`src/hdl/rectilinear_polygon_edge_contact_assert.svh`:
```
// assertion macros for the polygon edge contact block
// no dependencies; included by the top level
`ifndef RECTILINEAR_POLYGON_EDGE_CONTACT_ASSERT_SVH
`define RECTILINEAR_POLYGON_EDGE_CONTACT_ASSERT_SVH

// same-cycle implication under an active-low reset
`define RPEC_ASSERT_NOW(label, clk, rstn, ante, cons) \
    label: assert property (@(posedge clk) disable iff (!(rstn)) (ante) |-> (cons)) \
        else $error("rpec assertion failed");

// next-cycle implication under an active-low reset
`define RPEC_ASSERT_NEXT(label, clk, rstn, ante, cons) \
    label: assert property (@(posedge clk) disable iff (!(rstn)) (ante) |=> (cons)) \
        else $error("rpec assertion failed");

`endif

```
`src/hdl/rpec_pkg.sv`:
```
// types and constants shared by the polygon edge contact block
// no dependencies
package rpec_pkg;

    localparam int IN_W    = 16;
    localparam int COORD_W = 17;
    localparam int LEN_W   = 17;

    typedef struct packed {
        logic signed [COORD_W-1:0] x;
        logic signed [COORD_W-1:0] y;
    } pt_t;

    localparam int PT_W = $bits(pt_t);

    typedef enum logic {
        AXIS_H = 1'b0,
        AXIS_V = 1'b1
    } axis_t;

endpackage

```
`src/hdl/rpec_ram.sv`:
```
// generic single-write, single-read RAM with registered read data
// no dependencies
module rpec_ram #(
    parameter int WIDTH = 34,
    parameter int DEPTH = 32
) (
    input  logic                     aclk,
    input  logic                     wr_en,
    input  logic [$clog2(DEPTH)-1:0] wr_addr,
    input  logic [WIDTH-1:0]         wr_data,
    input  logic [$clog2(DEPTH)-1:0] rd_addr,
    output logic [WIDTH-1:0]         rd_data
);

    logic [WIDTH-1:0] mem [DEPTH];
    logic [WIDTH-1:0] rd_data_reg;

    always_ff @(posedge aclk) begin
        if (wr_en) begin
            mem[wr_addr] <= wr_data;
        end
        rd_data_reg <= mem[rd_addr];
    end

    assign rd_data = rd_data_reg;

endmodule

```
`src/hdl/rpec_span_unit.sv`:
```
// shared collinear span compare: one axis of one edge pair per use
// depends on rpec_pkg
module rpec_span_unit (
    input  rpec_pkg::pt_t             p1,
    input  rpec_pkg::pt_t             p2,
    input  rpec_pkg::pt_t             q1,
    input  rpec_pkg::pt_t             q2,
    input  rpec_pkg::axis_t           axis,
    input  logic [rpec_pkg::LEN_W-1:0] need,
    output logic                      hit
);
    import rpec_pkg::*;

    logic signed [COORD_W-1:0] a0, a1, b0, b1;
    logic signed [COORD_W-1:0] cp1, cp2, cq1, cq2;
    logic signed [COORD_W-1:0] a_lo, a_hi, b_lo, b_hi, lo, hi;
    logic signed [COORD_W:0]   share;
    logic                      collinear;

    always_comb begin
        case (axis)
            AXIS_H: begin
                a0 = p1.x; a1 = p2.x; b0 = q1.x; b1 = q2.x;
                cp1 = p1.y; cp2 = p2.y; cq1 = q1.y; cq2 = q2.y;
            end
            AXIS_V: begin
                a0 = p1.y; a1 = p2.y; b0 = q1.y; b1 = q2.y;
                cp1 = p1.x; cp2 = p2.x; cq1 = q1.x; cq2 = q2.x;
            end
            default: begin
                a0 = p1.x; a1 = p2.x; b0 = q1.x; b1 = q2.x;
                cp1 = p1.y; cp2 = p2.y; cq1 = q1.y; cq2 = q2.y;
            end
        endcase

        collinear = (cp1 == cp2) && (cq1 == cq2) && (cp1 == cq1);

        a_lo = (a0 < a1) ? a0 : a1;
        a_hi = (a0 < a1) ? a1 : a0;
        b_lo = (b0 < b1) ? b0 : b1;
        b_hi = (b0 < b1) ? b1 : b0;
        hi   = (a_hi < b_hi) ? a_hi : b_hi;
        lo   = (a_lo > b_lo) ? a_lo : b_lo;

        // point contact gives zero, disjoint spans go negative
        share = {hi[COORD_W-1], hi} - {lo[COORD_W-1], lo};
        hit   = collinear && (share >= $signed({1'b0, need}));
    end

endmodule

```
`src/hdl/rectilinear_polygon_edge_contact.sv`:
```
// top level: vertex loading, point stores and the edge pair sequencer
// depends on rpec_pkg, rpec_ram, rpec_span_unit, rectilinear_polygon_edge_contact_assert.svh
//
// channel   | ports               | beat carries
// ----------+---------------------+--------------------------------------------
// input     | s_valid / s_ready   | kind, vertex, offset, final_vertex
// result    | m_valid / m_ready   | touching, capacity_exceeded
// config    | cfg_wr_en           | shared_length_min, written at once
//
// a non-final vertex is stored while idle; after a final vertex the check visits
// every edge pair of the F first and S second vertices, stopping early on a hit,
// and is paced by the single span compare unit and one read port per store.
// reset clears counts, overflow flag, sequencer and result valid flag; the
// point stores need no clearing. s_ready is low while the check runs, and a
// finished result holds the sequencer until the result slot is free.
module rectilinear_polygon_edge_contact #(
    parameter int MAX_VERTICES = 32
) (
    input  logic                         aclk,
    input  logic                         aresetn,
    input  logic                         cfg_wr_en,
    input  logic [rpec_pkg::LEN_W-1:0]   cfg_wr_data,
    input  logic                         s_valid,
    output logic                         s_ready,
    input  logic                         s_kind,
    input  logic signed [rpec_pkg::IN_W-1:0] s_vertex_x,
    input  logic signed [rpec_pkg::IN_W-1:0] s_vertex_y,
    input  logic signed [rpec_pkg::IN_W-1:0] s_offset_x,
    input  logic signed [rpec_pkg::IN_W-1:0] s_offset_y,
    input  logic                         s_final_vertex,
    output logic                         m_valid,
    input  logic                         m_ready,
    output logic                         m_touching,
    output logic                         m_capacity_exceeded
);
    import rpec_pkg::*;

    localparam int IW = $clog2(MAX_VERTICES);
    localparam int CW = $clog2(MAX_VERTICES + 1);
    localparam logic [CW-1:0] CNT_MAX = CW'(MAX_VERTICES);

    typedef enum logic [3:0] {
        S_IDLE, S_START, S_P1, S_P2, S_Q0, S_Q2, S_H, S_V, S_DONE
    } state_t;

    state_t         state_reg, state_next;
    logic [CW-1:0]  first_count_reg, first_count_next;
    logic [CW-1:0]  second_count_reg, second_count_next;
    logic           overflow_reg, overflow_next;
    logic [LEN_W-1:0] min_len_reg, min_len_next;
    logic [CW-1:0]  i_reg, i_next;
    logic [CW-1:0]  j_reg, j_next;
    pt_t            p1_reg, p1_next, p2_reg, p2_next;
    pt_t            q1_reg, q1_next, q2_reg, q2_next;
    logic           touch_reg, touch_next;
    logic           m_valid_reg, m_valid_next;
    logic           m_touching_reg, m_touching_next;
    logic           m_cap_reg, m_cap_next;

    logic           in_beat, out_free;
    pt_t            in_pt;
    logic           first_we, second_we;
    logic [IW-1:0]  first_raddr, second_raddr;
    logic [PT_W-1:0] first_rdata, second_rdata;
    axis_t          axis;
    logic           span_hit;
    logic [CW-1:0]  i_inc, j_inc, j_inc2;

    assign s_ready  = (state_reg == S_IDLE);
    assign in_beat  = s_valid && s_ready;
    assign out_free = !m_valid_reg || m_ready;

    assign in_pt.x = COORD_W'(s_vertex_x) + COORD_W'(s_offset_x);
    assign in_pt.y = COORD_W'(s_vertex_y) + COORD_W'(s_offset_y);

    // a full store drops the vertex
    assign first_we  = in_beat && !s_kind && (first_count_reg != CNT_MAX);
    assign second_we = in_beat && s_kind && (second_count_reg != CNT_MAX);

    assign i_inc  = i_reg + CW'(1);
    assign j_inc  = j_reg + CW'(1);
    assign j_inc2 = j_reg + CW'(2);

    assign axis = (state_reg == S_V) ? AXIS_V : AXIS_H;

    rpec_ram #(.WIDTH(PT_W), .DEPTH(MAX_VERTICES)) u_first_ram (
        .aclk    (aclk),
        .wr_en   (first_we),
        .wr_addr (first_count_reg[IW-1:0]),
        .wr_data (in_pt),
        .rd_addr (first_raddr),
        .rd_data (first_rdata)
    );

    rpec_ram #(.WIDTH(PT_W), .DEPTH(MAX_VERTICES)) u_second_ram (
        .aclk    (aclk),
        .wr_en   (second_we),
        .wr_addr (second_count_reg[IW-1:0]),
        .wr_data (in_pt),
        .rd_addr (second_raddr),
        .rd_data (second_rdata)
    );

    rpec_span_unit u_span (
        .p1   (p1_reg),
        .p2   (p2_reg),
        .q1   (q1_reg),
        .q2   (q2_reg),
        .axis (axis),
        .need (min_len_reg),
        .hit  (span_hit)
    );

    always_comb begin
        state_next        = state_reg;
        first_count_next  = first_count_reg;
        second_count_next = second_count_reg;
        overflow_next     = overflow_reg;
        min_len_next      = cfg_wr_en ? cfg_wr_data : min_len_reg;
        i_next            = i_reg;
        j_next            = j_reg;
        p1_next           = p1_reg;
        p2_next           = p2_reg;
        q1_next           = q1_reg;
        q2_next           = q2_reg;
        touch_next        = touch_reg;
        m_valid_next      = m_valid_reg && !m_ready;
        m_touching_next   = m_touching_reg;
        m_cap_next        = m_cap_reg;
        first_raddr       = '0;
        second_raddr      = '0;

        case (state_reg)
            S_IDLE: begin
                if (in_beat) begin
                    if (first_we) first_count_next = first_count_reg + CW'(1);
                    if (second_we) second_count_next = second_count_reg + CW'(1);
                    if (in_beat && !first_we && !second_we) overflow_next = 1'b1;
                    if (s_final_vertex) state_next = S_START;
                end
            end
            S_START: begin
                touch_next = 1'b0;
                i_next     = '0;
                if (first_count_reg == '0 || second_count_reg == '0) begin
                    state_next = S_DONE;
                end else begin
                    state_next = S_P1;
                end
            end
            S_P1: begin
                p1_next     = pt_t'(first_rdata);
                first_raddr = (i_inc == first_count_reg) ? '0 : i_inc[IW-1:0];
                state_next  = S_P2;
            end
            S_P2: begin
                p2_next    = pt_t'(first_rdata);
                j_next     = '0;
                state_next = S_Q0;
            end
            S_Q0: begin
                q1_next      = pt_t'(second_rdata);
                second_raddr = (second_count_reg == CW'(1)) ? '0 : IW'(1);
                state_next   = S_Q2;
            end
            S_Q2: begin
                q2_next    = pt_t'(second_rdata);
                state_next = S_H;
            end
            S_H: begin
                if (span_hit) begin
                    touch_next = 1'b1;
                    state_next = S_DONE;
                end else begin
                    state_next = S_V;
                end
            end
            S_V: begin
                if (span_hit) begin
                    touch_next = 1'b1;
                    state_next = S_DONE;
                end else if (j_inc != second_count_reg) begin
                    // slide along the second polygon, closing edge reads index zero
                    j_next       = j_inc;
                    q1_next      = q2_reg;
                    second_raddr = (j_inc2 == second_count_reg) ? '0 : j_inc2[IW-1:0];
                    state_next   = S_Q2;
                end else if (i_inc != first_count_reg) begin
                    i_next      = i_inc;
                    first_raddr = i_inc[IW-1:0];
                    state_next  = S_P1;
                end else begin
                    state_next = S_DONE;
                end
            end
            S_DONE: begin
                if (out_free) begin
                    m_valid_next      = 1'b1;
                    m_touching_next   = touch_reg;
                    m_cap_next        = overflow_reg;
                    first_count_next  = '0;
                    second_count_next = '0;
                    overflow_next     = 1'b0;
                    state_next        = S_IDLE;
                end
            end
            default: begin
                state_next = S_IDLE;
            end
        endcase

        // first vertex of the pair is read as soon as the check starts
        if (state_reg == S_START) begin
            first_raddr = '0;
        end
    end

    always_ff @(posedge aclk) begin
        if (!aresetn) begin
            state_reg        <= S_IDLE;
            first_count_reg  <= '0;
            second_count_reg <= '0;
            overflow_reg     <= 1'b0;
            min_len_reg      <= LEN_W'(1);
            m_valid_reg      <= 1'b0;
        end else begin
            state_reg        <= state_next;
            first_count_reg  <= first_count_next;
            second_count_reg <= second_count_next;
            overflow_reg     <= overflow_next;
            min_len_reg      <= min_len_next;
            m_valid_reg      <= m_valid_next;
        end
        i_reg          <= i_next;
        j_reg          <= j_next;
        p1_reg         <= p1_next;
        p2_reg         <= p2_next;
        q1_reg         <= q1_next;
        q2_reg         <= q2_next;
        touch_reg      <= touch_next;
        m_touching_reg <= m_touching_next;
        m_cap_reg      <= m_cap_next;
    end

    assign m_valid             = m_valid_reg;
    assign m_touching          = m_touching_reg;
    assign m_capacity_exceeded = m_cap_reg;

`include "rectilinear_polygon_edge_contact_assert.svh"

    `RPEC_ASSERT_NOW(a_idx_in_range, aclk, aresetn,
        (state_reg == S_H || state_reg == S_V),
        (i_reg < first_count_reg && j_reg < second_count_reg))

    `RPEC_ASSERT_NEXT(a_final_starts_check, aclk, aresetn,
        (in_beat && s_final_vertex), (state_reg == S_START))

    `RPEC_ASSERT_NEXT(a_result_clears_load, aclk, aresetn,
        (state_reg == S_DONE && out_free),
        (m_valid_reg && first_count_reg == '0 && second_count_reg == '0 && !overflow_reg))

endmodule

```
`config.mk`:
```
export PLATFORM = sky130hd
export DESIGN_NAME = rectilinear_polygon_edge_contact
export DESIGN_NICKNAME = d
export VERILOG_FILES = /design/src/hdl/rpec_pkg.sv /design/src/hdl/rpec_ram.sv /design/src/hdl/rpec_span_unit.sv /design/src/hdl/rectilinear_polygon_edge_contact.sv
export VERILOG_INCLUDE_DIRS = /design/src /design/src/hdl
export SDC_FILE = /design/constraint.sdc
export NUM_CORES = 2
export LEC_CHECK = 0
export BUFFER_PORTS_ARGS = -buffer_cell sky130_fd_sc_hd__buf_2
export CAP_MARGIN = 20
export CORE_MARGIN = 2
export CORE_UTILIZATION = 50
export CTS_CLUSTER_SIZE = 20
export DETAILED_ROUTE_END_ITERATION = 12
export PLACE_DENSITY_LB_ADDON = 0.12
export SLEW_MARGIN = 5
export SYNTH_ARGS = -nofsm -noshare
export SYNTH_HDL_FRONTEND = slang
export SYNTH_SLANG_ARGS = --single-unit
```
`constraint.sdc`:
```
create_clock -name aclk -period 17.65 [get_ports aclk]
set_clock_uncertainty 0.15 [all_clocks]
set_input_delay 2.6475 -clock aclk [delete_from_list [all_inputs] [get_ports aclk]]
set_output_delay 2.6475 -clock aclk [all_outputs]
set_load 0.05 [all_outputs]
```
==> results.cfg <==
[outcome]
status = finished clean

[clock_network]
post_cts_resized = 0
postCtsSetupBuffers = 0
root_buffer = sky130_fd_sc_hd__clkbuf_16
cts.sink_count = 2430
clk_latency_ns = 0.90
clock_tree_from_tritoncts = built
cts_max_path_bufs = 3
hold_buf_cts = 0
htree_levels = 4
cts.clk_slew.worst_paths_ns = 0.06
cts_inserted_buffers = 238

[hold_path]
hold_end = m_capacity_exceeded
hold-path-cell-count = 0
hold_path_class = reg -> reg
timing.hold.worst.start = overflow_reg

[yosys]
simple_gate_share_of_the_synthesized_area_pct = 8.50
synth_top_area_share_pct = 69.7
synthDistinctLibCells = 92
post_synth_instance_area_sq_um = 100000
synth_compound_area_share_pct = 10.2
synth.area.mux_share_pct = 4.40
post_synthesis_instance_total = 7038
syn-mean-instance-area_sq_um = 14.2
part_of_the_yosys_area_used_for_sequential_elements_pct = 71.7
synth_top_family_by_area = compound AO/OA/AOI/OAI gates
synthesis.nets = 7267
synth-edff-count = 2327
synth_seq_cells = 2430
synthAdderAreaFrac_pct = 1.79
async_set_or_reset_register_ratio_after_synthesis_pct = 0
synth_ff_type = sky130_fd_sc_hd__edfxtp_1
synth_top_cell_by_area = sky130_fd_sc_hd__edfxtp_1
leading_cell_types_by_total_area_after_synthesis = sky130_fd_sc_hd__edfxtp_1 (70%), sky130_fd_sc_hd__nand2_1 (3.2%), sky130_fd_sc_hd__mux2i_1 (3.0%)
yosysWarningCount = 0
synth_xor_area_share_pct = 1.06

[global_routing]
antenna_found_initial = 15
globalRoute.totalOverflow = 0
largest_net_degree_at_the_start_of_global_routing = 130
grt_usage_pct = 29.5
grt_pass1_vias = 59700
wire_length_of_the_first_global_routing_pass_um = 435000

[setup_path]
arrival_ns = 15.47
cp.buffers_inverters = 7
worstRegToRegCells = 52
cp-start-kind = flip-flop
critPathMaxStageDelay_ns = 0.84
worst_setup_path_class = reg -> reg
timing.reg2reg.setup_slack_ns = 2.77
worst-path-max-fanout = 44
timing.critical_path.max_delay_family = compound AO/OA/AOI/OAI gates
cp_data_required_time_ns = 18.24
slowest_stage = sky130_fd_sc_hd__and4b_4
critical_path.endpoint_type = flip-flop
timing.rr.end = u_second_ram.rd_data[10]
worst_r2r_startpoint = state_reg[3]

[placement]
numPortBuffers = 91
detailedPlacementHpwl_um = 176000
gp_congestion = 0.926

[sta]
tightestPinTransition_ns = 1.08
final_hold_viol_count = 0
timing.final.crit_period_ns = 14.88
finalSetupViolCount = 0
slew_headroom_pct = 27.5
rsz0062_at_grt = false
timing_max_transition_violations_final = 0
clock.fmax_mhz = 67.2
tns_ns = 0
layout_worst_path_cycle_share_pct = 84.3

[job]
drv_cap = 0

[detailed_routing]
via_per_inst = 6.30
route.detailed.drc = 0
first_pass_detailed_route_iteration_total = 6
totalWireLength_um = 306000
antenna_left = 0
via_count = 63000
initialDrtViolationCount = 7518
route.detailed.wl_per_inst_um = 30.6

[die]
std_cell_rows = 164
die_x_um = 452
die_area_sq_um = 204000
number_of_ports_placed_on_the_die_boundary = 92
initial_core_util_pct = 50.3
die-height_um = 452
floorplan.core_area_sq_um = 199000

[cells_and_area]
mostFrequentLayoutCells = sky130_fd_sc_hd__edfxtp_1 (2327), sky130_fd_sc_hd__nand2_1 (865), sky130_fd_sc_hd__mux2i_1 (304)
most_common_cell_after_layout_fill_and_taps_aside = sky130_fd_sc_hd__edfxtp_1
final_nets = 7368
drive_above_1_share_pct = 12.3
largestRegisters = u_first_ram.mem: 1088 flops, u_second_ram.mem: 1088 flops
utilization_pct = 56.5
synthToLayoutAreaGrowth_pct = 12.4

[power]
pwr_density_nw_per_um2 = 111
worst_ir_drop_vdd_v = 0.000114
design_power_total_mw = 12.5
power_leakage_nw = 37.1
==> stage by stage <==
stage | worst slack (ns) | cell area, sq um | instances | hold slack, ns
floorplan | 6.15 | 100000 | 7038 | 0.250
global placement | 3.16 | 105000 | 9553 | 0.268
detailed placement | 3.13 | 105000 | 9553 | 0.271
CTS | 3.01 | 113000 | 10000 | 0.290
global route | 1.52 | 113000 | 10000 | 0.302
finish | 2.77 | 113000 | 10000 | 0.287
==> worst max-delay path by stage <==
stage,slack [ns],start,end,cells past startpoint
after floorplan,6.15,state_reg[2],u_first_ram.rd_data[13],58
after global placement,3.16,state_reg[3],u_second_ram.rd_data[10],52
after detailed placement,3.13,state_reg[3],u_second_ram.rd_data[10],52
after CTS,3.01,state_reg[3],u_second_ram.rd_data[10],52
after global routing,1.52,state_reg[3],u_second_ram.rd_data[10],52
final,2.77,state_reg[3],u_second_ram.rd_data[10],52
==> report_power, final <==
part / total (mW) / leakage, nW / internal [mW] / switching (mW)
clock: 5.07 / 3.83 / 2.90 / 2.18
combinational: 0.734 / 11.5 / 0.151 / 0.583
sequential: 6.65 / 21.8 / 6.60 / 0.0501
total: 12.5 / 37.1 / 9.65 / 2.81
==> layer usage <==
metal	share of wire [%]	routed length, um	global-route usage, %
met1	41	126000	42.0
met2	46	141000	46.1
met3	8.8	26800	4.56
met4	3.9	12000	11.2
met5	0.014	44	0
==> Yosys cell counts (all sizes together) (40+ instances only) <==
library cell	count
dfxtp	103
nor2	337
buf	152
nand2	867
clkbuf	262
edfxtp	2327
o211ai	55
a32o	56
a211oi	116
mux2i	304
a32oi	136
nand2b	90
ha	138
nor2b	102
a21oi	299
o22ai	135
o31ai	40
o221ai	115
nand3	190
nor3	75
mux2	122
o21ai	233
xnor2	78
a31oi	74
inv	172
==> kinds of logic after synthesis <==
| family | after synthesis |
|---|---|
| flip-flops | 2430 |
| buffers and inverters | 586 |
| adder cells (fa/ha/maj) | 142 |
| multiplexers | 426 |
| AND/OR/NAND/NOR | 1862 |
| XOR/XNOR | 117 |
| AO/OA/AOI/OAI | 1475 |
==> layout make-up <==
type	instances	area (sq um)
multi-input combinational	4022	26900
antenna	3	7.51
tap	2656	3320
clock inverter	115	1110
fill	16000	86700
timing repair buffer	275	2050
sequential	2430	71900
clock buffer	333	6690
inverter	172	646
No activity file was read; power rests on OpenSTA's default activity.
